`src/rtl/rau_pkg.sv`:
```
`timescale 1ns / 1ps
`default_nettype none
// ----------------------------------------------------------------------------
// Rational arithmetic unit package
// Transaction payload types, operation codes and sequencer states that are
// shared by the rational arithmetic unit and its checker.
// ----------------------------------------------------------------------------
package rau_pkg;

  localparam int unsigned FieldWidth = 32;
  localparam int unsigned ResWidth   = 64;
  localparam int unsigned FuncWidth  = 3;

  typedef enum logic [FuncWidth-1:0] {
    FUNC_MUL_FRAC = 3'd0,
    FUNC_MUL_INT  = 3'd1,
    FUNC_ADD_FRAC = 3'd2,
    FUNC_ADD_INT  = 3'd3,
    FUNC_COMPARE  = 3'd4
  } func_e;

  typedef enum logic [3:0] {
    ST_IDLE,
    ST_GCD,
    ST_GCD_WAIT,
    ST_Q1,
    ST_Q1_WAIT,
    ST_Q2,
    ST_Q2_WAIT,
    ST_MUL0,
    ST_MUL1,
    ST_MUL2,
    ST_MUL3,
    ST_DONE
  } state_e;

  typedef struct packed {
    logic [FuncWidth-1:0]         func;
    logic signed [FieldWidth-1:0] a_num;
    logic signed [FieldWidth-1:0] a_den;
    logic signed [FieldWidth-1:0] b_num;
    logic signed [FieldWidth-1:0] b_den;
    logic signed [FieldWidth-1:0] scalar;
  } rau_in_t;

  typedef struct packed {
    logic signed [ResWidth-1:0] res_num;
    logic signed [ResWidth-1:0] res_den;
    logic                       is_equal;
    logic                       zero_den_error;
  } rau_out_t;

endpackage
`default_nettype wire

```
`src/rtl/rau_div.sv`:
```
`timescale 1ns / 1ps
`default_nettype none
// ----------------------------------------------------------------------------
// Rational arithmetic unit divider
// Iterative signed divider, one quotient bit per cycle, with quotient and
// remainder truncated toward zero.
// ----------------------------------------------------------------------------
module rau_div #(
  parameter int unsigned OW = 33
) (
  input  logic                 clk_i,
  input  logic                 rst_ni,
  input  logic                 start_i,
  input  logic signed [OW-1:0] dividend_i,
  input  logic signed [OW-1:0] divisor_i,
  output logic                 done_o,
  output logic signed [OW-1:0] quo_o,
  output logic signed [OW-1:0] rem_o
);
  import rau_pkg::*;

  localparam int unsigned CW = $clog2(OW + 1);

  logic          busy_q, busy_d;
  logic          done_q, done_d;
  logic [CW-1:0] cnt_q, cnt_d;
  logic [OW-1:0] acc_q, acc_d;
  logic [OW-1:0] qr_q, qr_d;
  logic [OW-1:0] bmag_q, bmag_d;
  logic          negq_q, negq_d;
  logic          negr_q, negr_d;

  logic [OW-1:0] mag_a, mag_b;
  logic [OW:0]   shifted, diff;
  logic          fits;
  logic signed [OW-1:0] q_s, r_s;

  assign mag_a   = dividend_i[OW-1] ? -dividend_i : dividend_i;
  assign mag_b   = divisor_i[OW-1]  ? -divisor_i  : divisor_i;
  assign shifted = {acc_q, qr_q[OW-1]};
  assign diff    = shifted - {1'b0, bmag_q};
  assign fits    = (shifted >= {1'b0, bmag_q});

  always_comb begin
    busy_d = busy_q;
    done_d = 1'b0;
    cnt_d  = cnt_q;
    acc_d  = acc_q;
    qr_d   = qr_q;
    bmag_d = bmag_q;
    negq_d = negq_q;
    negr_d = negr_q;
    if (start_i) begin
      busy_d = 1'b1;
      cnt_d  = CW'(OW);
      acc_d  = '0;
      qr_d   = mag_a;
      bmag_d = mag_b;
      negq_d = dividend_i[OW-1] ^ divisor_i[OW-1];
      negr_d = dividend_i[OW-1];
    end else if (busy_q) begin
      acc_d = fits ? diff[OW-1:0] : shifted[OW-1:0];
      qr_d  = {qr_q[OW-2:0], fits};
      cnt_d = cnt_q - CW'(1);
      if (cnt_q == CW'(1)) begin
        busy_d = 1'b0;
        done_d = 1'b1;
      end
    end
  end

  always_ff @(posedge clk_i or negedge rst_ni) begin
    if (!rst_ni) begin
      busy_q <= 1'b0;
      done_q <= 1'b0;
      cnt_q  <= '0;
    end else begin
      busy_q <= busy_d;
      done_q <= done_d;
      cnt_q  <= cnt_d;
    end
  end

  always_ff @(posedge clk_i) begin
    acc_q  <= acc_d;
    qr_q   <= qr_d;
    bmag_q <= bmag_d;
    negq_q <= negq_d;
    negr_q <= negr_d;
  end

  assign q_s    = $signed(qr_q);
  assign r_s    = $signed(acc_q);
  assign quo_o  = negq_q ? -q_s : q_s;
  assign rem_o  = negr_q ? -r_s : r_s;
  assign done_o = done_q;

endmodule
`default_nettype wire

```
`src/rtl/rau_mul.sv`:
```
`timescale 1ns / 1ps
`default_nettype none
// ----------------------------------------------------------------------------
// Rational arithmetic unit multiplier
// Shared signed multiplier with a registered 64-bit product.
// ----------------------------------------------------------------------------
module rau_mul #(
  parameter int unsigned OW = 33
) (
  input  logic                                clk_i,
  input  logic signed [OW-1:0]                a_i,
  input  logic signed [OW-1:0]                b_i,
  output logic signed [rau_pkg::ResWidth-1:0] p_o
);
  import rau_pkg::*;

  logic signed [2*OW-1:0]     prod;
  logic signed [ResWidth-1:0] p_q;

  assign prod = a_i * b_i;

  always_ff @(posedge clk_i) begin
    p_q <= ResWidth'(prod);
  end

  assign p_o = p_q;

endmodule
`default_nettype wire

```
`src/rtl/rational_arithmetic_unit.sv`:
```
`timescale 1ns / 1ps
`default_nettype none
// ----------------------------------------------------------------------------
// Rational arithmetic unit
// Multiplies, adds and compares signed fractions under a small sequencer
// that shares one iterative divider and one multiplier.
// ----------------------------------------------------------------------------
// The input channel carries one request per transaction: an operation code,
// two fractions and an integer. The output channel returns exactly one result
// transaction per request: a fraction and the equality and zero-denominator
// flags. Each operand is the low OPERAND_WIDTH bits of its field, sign-extended.
// One request is worked on at a time; in_stall_o is high from the cycle after
// a request is accepted until its result has been moved to the output register.
// An undefined code or a zero denominator goes straight to the done state;
// multiply or add by the integer passes through the MUL0 and MUL1 states, and
// fraction multiply and compare through MUL0 to MUL2. The fraction sum first
// runs Euclid's remainder loop on the shared divider to find g, then divides
// b_den and a_den by g, and then passes through MUL0 to MUL3. Once a result
// is loaded into the output register the sequencer is idle again and the
// next request can be accepted.
// The output register lets a new request be accepted while a finished result
// still waits; a stalled result holds until taken, and a finished request
// then waits in its last state. Reset empties the output register and returns
// the sequencer to idle.
// ----------------------------------------------------------------------------
module rational_arithmetic_unit #(
  parameter int unsigned OPERAND_WIDTH = 32
) (
  input  logic              clk_i,
  input  logic              rst_ni,
  input  logic              in_valid_i,
  output logic              in_stall_o,
  input  rau_pkg::rau_in_t  in_data_i,
  output logic              out_valid_o,
  input  logic              out_stall_i,
  output rau_pkg::rau_out_t out_data_o
);
  import rau_pkg::*;

  localparam int unsigned W  = OPERAND_WIDTH;
  localparam int unsigned OW = W + 1;

  // Operands carry one guard bit so that quotients such as the most negative
  // value divided by minus one still fit.
  typedef logic signed [OW-1:0] opnd_t;

  function automatic opnd_t sext_op(logic [FieldWidth-1:0] v);
    return {v[W-1], v[W-1:0]};
  endfunction

  state_e               state_q, state_d;
  logic [FuncWidth-1:0] func_q, func_d;
  opnd_t                an_q, an_d, ad_q, ad_d, bn_q, bn_d, bd_q, bd_d, sc_q, sc_d;
  opnd_t                x_q, x_d, y_q, y_d;
  opnd_t                q1_q, q1_d, q2_q, q2_d;
  logic signed [ResWidth-1:0] acc0_q, acc0_d, acc1_q, acc1_d, acc2_q, acc2_d;
  logic                 err_q, err_d;
  logic                 bad_q, bad_d;
  logic                 out_valid_q, out_valid_d;
  rau_out_t             out_q, out_d;

  logic                 accept;
  logic                 ad_zero, bd_zero;

  // Shared units.
  logic                 div_start, div_done;
  opnd_t                div_a, div_b, div_quo, div_rem;
  opnd_t                mul_a, mul_b;
  logic signed [ResWidth-1:0] mul_p;

  rau_div #(.OW(OW)) u_div (
    .clk_i      (clk_i),
    .rst_ni     (rst_ni),
    .start_i    (div_start),
    .dividend_i (div_a),
    .divisor_i  (div_b),
    .done_o     (div_done),
    .quo_o      (div_quo),
    .rem_o      (div_rem)
  );

  rau_mul #(.OW(OW)) u_mul (
    .clk_i (clk_i),
    .a_i   (mul_a),
    .b_i   (mul_b),
    .p_o   (mul_p)
  );

  assign in_stall_o = (state_q != ST_IDLE);
  assign accept     = in_valid_i && !in_stall_o;
  assign ad_zero    = (sext_op(in_data_i.a_den) == '0);
  assign bd_zero    = (sext_op(in_data_i.b_den) == '0);

  always_comb begin
    state_d     = state_q;
    func_d      = func_q;
    an_d        = an_q;
    ad_d        = ad_q;
    bn_d        = bn_q;
    bd_d        = bd_q;
    sc_d        = sc_q;
    x_d         = x_q;
    y_d         = y_q;
    q1_d        = q1_q;
    q2_d        = q2_q;
    acc0_d      = acc0_q;
    acc1_d      = acc1_q;
    acc2_d      = acc2_q;
    err_d       = err_q;
    bad_d       = bad_q;
    out_d       = out_q;
    out_valid_d = out_valid_q && out_stall_i;
    div_start   = 1'b0;
    div_a       = x_q;
    div_b       = y_q;
    mul_a       = an_q;
    mul_b       = bn_q;

    unique case (state_q)
      ST_IDLE: begin
        if (accept) begin
          func_d = in_data_i.func;
          an_d   = sext_op(in_data_i.a_num);
          ad_d   = sext_op(in_data_i.a_den);
          bn_d   = sext_op(in_data_i.b_num);
          bd_d   = sext_op(in_data_i.b_den);
          sc_d   = sext_op(in_data_i.scalar);
          x_d    = sext_op(in_data_i.a_den);
          y_d    = sext_op(in_data_i.b_den);
          err_d  = 1'b0;
          bad_d  = 1'b0;
          unique case (func_e'(in_data_i.func))
            FUNC_MUL_FRAC, FUNC_ADD_FRAC, FUNC_COMPARE: err_d = ad_zero || bd_zero;
            FUNC_MUL_INT, FUNC_ADD_INT:                 err_d = ad_zero;
            default:                                    bad_d = 1'b1;
          endcase
          if (err_d || bad_d) begin
            state_d = ST_DONE;
          end else if (func_e'(in_data_i.func) == FUNC_ADD_FRAC) begin
            state_d = ST_GCD;
          end else begin
            state_d = ST_MUL0;
          end
        end
      end
      ST_GCD: begin
        div_start = 1'b1;
        state_d   = ST_GCD_WAIT;
      end
      ST_GCD_WAIT: begin
        if (div_done) begin
          // The last nonzero remainder ends up in x and is the divisor g.
          x_d     = y_q;
          y_d     = div_rem;
          state_d = (div_rem == '0) ? ST_Q1 : ST_GCD;
        end
      end
      ST_Q1: begin
        div_start = 1'b1;
        div_a     = bd_q;
        div_b     = x_q;
        state_d   = ST_Q1_WAIT;
      end
      ST_Q1_WAIT: begin
        if (div_done) begin
          q1_d    = div_quo;
          state_d = ST_Q2;
        end
      end
      ST_Q2: begin
        div_start = 1'b1;
        div_a     = ad_q;
        div_b     = x_q;
        state_d   = ST_Q2_WAIT;
      end
      ST_Q2_WAIT: begin
        if (div_done) begin
          q2_d    = div_quo;
          state_d = ST_MUL0;
        end
      end
      ST_MUL0: begin
        // The sum uses lcm = a_den*(b_den/g), lcm/a_den = b_den/g and
        // lcm/b_den = a_den/g, all exact.
        unique case (func_e'(func_q))
          FUNC_MUL_FRAC: begin mul_a = an_q; mul_b = bn_q; end
          FUNC_MUL_INT:  begin mul_a = an_q; mul_b = sc_q; end
          FUNC_ADD_FRAC: begin mul_a = ad_q; mul_b = q1_q; end
          FUNC_ADD_INT:  begin mul_a = ad_q; mul_b = sc_q; end
          FUNC_COMPARE:  begin mul_a = an_q; mul_b = bd_q; end
          default:       begin mul_a = an_q; mul_b = bn_q; end
        endcase
        state_d = ST_MUL1;
      end
      ST_MUL1: begin
        acc0_d = mul_p;
        unique case (func_e'(func_q))
          FUNC_MUL_FRAC: begin mul_a = ad_q; mul_b = bd_q; state_d = ST_MUL2; end
          FUNC_ADD_FRAC: begin mul_a = q1_q; mul_b = an_q; state_d = ST_MUL2; end
          FUNC_COMPARE:  begin mul_a = bn_q; mul_b = ad_q; state_d = ST_MUL2; end
          default:       state_d = ST_DONE;
        endcase
      end
      ST_MUL2: begin
        acc1_d = mul_p;
        mul_a  = q2_q;
        mul_b  = bn_q;
        state_d = (func_e'(func_q) == FUNC_ADD_FRAC) ? ST_MUL3 : ST_DONE;
      end
      ST_MUL3: begin
        acc2_d  = mul_p;
        state_d = ST_DONE;
      end
      ST_DONE: begin
        if (!out_valid_q || !out_stall_i) begin
          out_d                = '0;
          out_d.zero_den_error = err_q;
          if (!err_q && !bad_q) begin
            unique case (func_e'(func_q))
              FUNC_MUL_FRAC: begin
                out_d.res_num = acc0_q;
                out_d.res_den = acc1_q;
              end
              FUNC_MUL_INT: begin
                out_d.res_num = acc0_q;
                out_d.res_den = ResWidth'(ad_q);
              end
              FUNC_ADD_FRAC: begin
                out_d.res_num = acc1_q + acc2_q;
                out_d.res_den = acc0_q;
              end
              FUNC_ADD_INT: begin
                out_d.res_num = acc0_q + ResWidth'(an_q);
                out_d.res_den = ResWidth'(ad_q);
              end
              FUNC_COMPARE:  out_d.is_equal = (acc0_q == acc1_q);
              default:       out_d = '0;
            endcase
          end
          out_valid_d = 1'b1;
          state_d     = ST_IDLE;
        end
      end
      default: state_d = ST_IDLE;
    endcase
  end

  always_ff @(posedge clk_i or negedge rst_ni) begin
    if (!rst_ni) begin
      state_q     <= ST_IDLE;
      out_valid_q <= 1'b0;
    end else begin
      state_q     <= state_d;
      out_valid_q <= out_valid_d;
    end
  end

  always_ff @(posedge clk_i) begin
    func_q <= func_d;
    an_q   <= an_d;
    ad_q   <= ad_d;
    bn_q   <= bn_d;
    bd_q   <= bd_d;
    sc_q   <= sc_d;
    x_q    <= x_d;
    y_q    <= y_d;
    q1_q   <= q1_d;
    q2_q   <= q2_d;
    acc0_q <= acc0_d;
    acc1_q <= acc1_d;
    acc2_q <= acc2_d;
    err_q  <= err_d;
    bad_q  <= bad_d;
    out_q  <= out_d;
  end

  assign out_valid_o = out_valid_q;
  assign out_data_o  = out_q;

endmodule
`default_nettype wire

```
`config.mk`:
```
export PLATFORM = sky130hd
export DESIGN_NAME = rational_arithmetic_unit
export DESIGN_NICKNAME = d
export VERILOG_FILES = /design/src/rtl/rau_pkg.sv /design/src/rtl/rau_div.sv /design/src/rtl/rau_mul.sv /design/src/rtl/rational_arithmetic_unit.sv
export SDC_FILE = /design/constraint.sdc
export NUM_CORES = 2
export LEC_CHECK = 0
export BUFFER_PORTS_ARGS = -buffer_cell sky130_fd_sc_hd__buf_2
export CORE_AREA = 2 2 580 582
export CTS_BUF_LIST = sky130_fd_sc_hd__clkbuf_8
export CTS_CLUSTER_DIAMETER = 60
export DETAILED_ROUTE_END_ITERATION = 7
export DIE_AREA = 0 0 582 584
export SETUP_SLACK_MARGIN = 0.2
export SLEW_MARGIN = 25
export SYNTH_ARGS = -nofsm -noshare
export SYNTH_HDL_FRONTEND = slang
export SYNTH_SLANG_ARGS = --single-unit
```
`constraint.sdc`:
```
create_clock -name clk_i -period 16.2 [get_ports clk_i]
set_input_delay 1.62 -clock clk_i [delete_from_list [all_inputs] [get_ports clk_i]]
set_output_delay 1.62 -clock clk_i [all_outputs]
set_load 0.03 [all_outputs]
```
==> metrics.md <==
| Metric | Value |
|---|---|
| Reg area | 22900 µm² |
| Post-cts resize count | 0 |
| DP Area | 90000 µm² |
| Postcts setup bufs | 0 |
| Synth Net Count | between 10k and 15k |
| Hold EP | acc2_q[36] |
| Period utilisation layout | 0.725 |
| I/O Pins | 299 |
| Worst skew pair latency | 0.98 ns |
| Fillers | 35.1k |
| Worst stage delay on the critical path | 0.98 ns |
| Clk pin slew, worst setup/hold paths | 0.06 ns |
| Finished Cell Area | 93100 µm² |
| Commonest non-fill, non-tap cell in the layout | inv_1 |
| Via count | 66.4k |
| Internal | 3.24 mW |
| Hold Violations, Final | 0 |
| Net Sw Power | 0.999 mW |
| Post-Syn Area | 83100 µm² |
| IO Port Bufs | slightly below 300 |
| Crit-path slowest cell | fa_1 |
| Clk_skew | 0.0965 ns |
| EDFF count, synth | between 600 and 700 |
| Routed len/inst | approximately 23 µm |
| Most frequent cells in the layout | 1328 x inv_1, 1143 x nand2_1, 1128 x fa_1 |
| Seq cells post-synth | 797 |
| CTS tree | done |
| Initial Utilization | 0.250 |
| Top FF cell, synth | edfxtp_1 |
| Core ar. | approximately 330000 µm² |
| TritonCTS Buffers | 145 |
| Nets@finish | between 10k and 15k |
| Final Max Tran Viols | 0 |
| Flop pwr share | 0.521 |
| Die Span X | 582 µm |
| Yosys top cell area share | 0.272 |
| Post-DP HPWL | 243000 µm |
| Avg Inst Size Synth | 9.56 µm² |
| Htree depth | 4 |
| Min-delay src | u_mul.p_o[36] |
| Worst setup EP type | register |
| Setup TNS Final | 0 ns |
| Count of cell types in the netlist | 92 |
| Startpoint types | register |
| Clock tree sinks | ~800 |
| DRT Pass-1 Iters | 7 |
| Synthesis Warnings | 0 |
| Residual DRC | 0 |
| Worst path most repeated cell | fa_1 |
| R2R setup slack | 4.45 ns |
| Mapped Cells | a little under 9k |
| Tmin final | roughly 12 ns |
| PD cells | around 46 nW/µm² |
| Synth area leaders | fa_1 27%, edfxtp_1 25%, inv_1 5.8% |
| Status | complete, no violations |
| RSZ-0062 raised after global routing | false |
| Die H | ~580 µm |
| MaxCap Viol Count | 0 |
| Area of the multi-input gates | 54200 µm² |
| Placer Congestion | 0.961 |
| Final setup viols | 0 |
| Worst-Margin Slew | 1.12 ns |
| Power Total | between 4 and 5 mW |
| CTS Root Cell | clkbuf_8 |
| Clk buf depth | 3 |
| GRT Overall Usage | 0.181 |
| Layout Utilization | 0.280 |
| VDD IR max | 0.0000763 V |
| Crit Path Class | reg2reg |
| Worst r2r src | state_q[3] |
| Layout cells sized above 1 | 0.0947 |
| Via density | 4.96 |
| Area Overhead vs Synth | 12.1% |
| Post-DRT Antenna Nets | 0 |
| Sequential-to-total area share from yosys stat | 0.276 |
| R2r worst-path depth | 32 |
| Hold crit path type | reg2reg |
| Maximum fanout along the worst path | 48 |
| Rows | between 200 and 250 |
| Slew headroom | 0.250 |
| CTS Hold Buffers Added | 0 |
| Iteration-0 DRC Markers | 6799 |
| P_leak | 39.7 nW |
| Synth area leader | fa_1 |
| Critical Path AT | 12.52 ns |
| First-pass GRT wire length | between 400000 and 500000 µm |
| Initial antenna violation count | roughly 50 |
| Routed WL | 313000 µm |
| Logic gate share of total power | 0.015 |
| Achievable frequency | roughly 85 MHz |
| Grt ovf | 0 |
| Die footprint | 340000 µm² |
| Power share of the clock group | 0.464 |
| Hold Crit Depth | 0 |
| End of the worst register-to-register path | u_mul.p_o[63] |
| Sw Share | 0.236 |
| Async SR Flop Fraction | 0.0163 |
| Largest net degree at the start of global routing | 104 |
| Vias in the first global route | 66.5k |
| WP data required | 16.97 ns |
[area by class of cell]
| cell class | count | share of cell area |
|---|---|---|
| Inverter | 1295 | 0.0522 |
| Clock buffer | 156 | 0.0231 |
| Antenna cell | 60 | 0.00161 |
| Tap cell | 4387 | 0.0590 |
| Clock inverter | 108 | 0.00849 |
| Timing Repair Buffer | 435 | 0.0276 |
| Sequential cell | 797 | 0.246 |
| Multi-Input combinational cell | 6141 | 0.582 |
[Yosys cell counts, types with 76 or more instances]
master / number
nor2_1: 716
nor3_1: 76
dfxtp_1: 97
ha_1: 378
nand2b_1: 80
nand2_1: 1143
a21oi_1: 436
o21ai_0: 354
nor2b_1: 96
clkbuf_1: 412
a22oi_1: 89
fa_1: 1128
mux2i_1: 151
edfxtp_1: 687
a21o_1: 119
xnor2_1: 246
inv_1: 1293
xor2_1: 122
[power by group through the flow]
stage               sequential [mW]  clock (mW)  combinational (mW)
global placement               2.25           0              0.0626
finish                         2.21        1.97              0.0634
CTS                            2.21        2.00              0.0631
detailed placement             2.25           0              0.0630
floorplan                      2.25           0             0.00725
global route                   2.21        2.08              0.0661
[per-stage QoR]
stage | hold slack (ns) | std cells | setup WS, ns
2_1_floorplan | 0.421 | 8687 | 3.39
3_3_place_gp | 0.432 | 13100 | 4.83
3_5_place_dp | 0.432 | 13100 | 4.70
4_1_cts | 0.444 | 13300 | 4.66
5_1_grt | 0.448 | 13400 | 3.91
6_report | 0.437 | 13400 | 4.45
[cells by family (layout without fill, tap and decap cells)]
kind of cell,Yosys count,after routing,share of synthesized area
buffers and inverters,1749,1994,0.0793
and+or+nand+nor,2499,2499,0.132
adders and majority gates,1506,1506,0.329
AOI/OAI and AO/OA,1553,1553,0.119
DFF,797,797,0.276
other,0,60,0
muxes,215,215,0.0269
xor gates and xnor gates,368,368,0.0388
[per-layer routing]
metal  track usage  part of all wire  up-vias
met5             0           0.00096        -
met4         0.110             0.068       44
met3        0.0524              0.11      766
met2         0.270              0.42     3368
met1         0.232              0.40    33200
li1              -                 -    29000
[worst max-delay path: cells and delay by family, from the launching register on]
kind	cells	cell delay (ns)
AO/OA/AOI/OAI	8	1.39
XOR/XNOR	1	0.14
adder cells (fa/ha/maj)	9	5.27
buffers and inverters	7	1.94
flip-flops	1	0.87
AND/OR/NAND/NOR	7	1.78
[sequential cells by signal (all words and copies together) (netlist names), 3 cells and up]
| signal | count |
|---|---|
| ad_q | 32 |
| state_q | 4 |
| q2_q | 33 |
| u_div.cnt_q | 6 |
| sc_q | 32 |
| acc0_q | 64 |
| bn_q | 32 |
| u_div.bmag_q | 33 |
| func_q | 3 |
| acc2_q | 64 |
| u_div.acc_q | 33 |
| bd_q | 32 |
| q1_q | 33 |
| y_q | 33 |
| u_mul.p_o | 64 |
| out_data_o | 130 |
| u_div.q_s | 33 |
| acc1_q | 64 |
| x_q | 33 |
| an_q | 32 |
[worst max-delay path by stage]
stage / from / endpoint / slack, ns / cells past startpoint
after floorplan: in_valid_i / x_q[0] / 3.39 / 2
after global placement: state_q[3] / u_mul.p_o[57] / 4.83 / 32
after detailed placement: state_q[1] / u_mul.p_o[60] / 4.70 / 31
after CTS: state_q[3] / u_mul.p_o[63] / 4.66 / 32
after global routing: state_q[1] / u_mul.p_o[60] / 3.91 / 33
final: state_q[3] / u_mul.p_o[63] / 4.45 / 32
(Power assumes the default switching activity.)
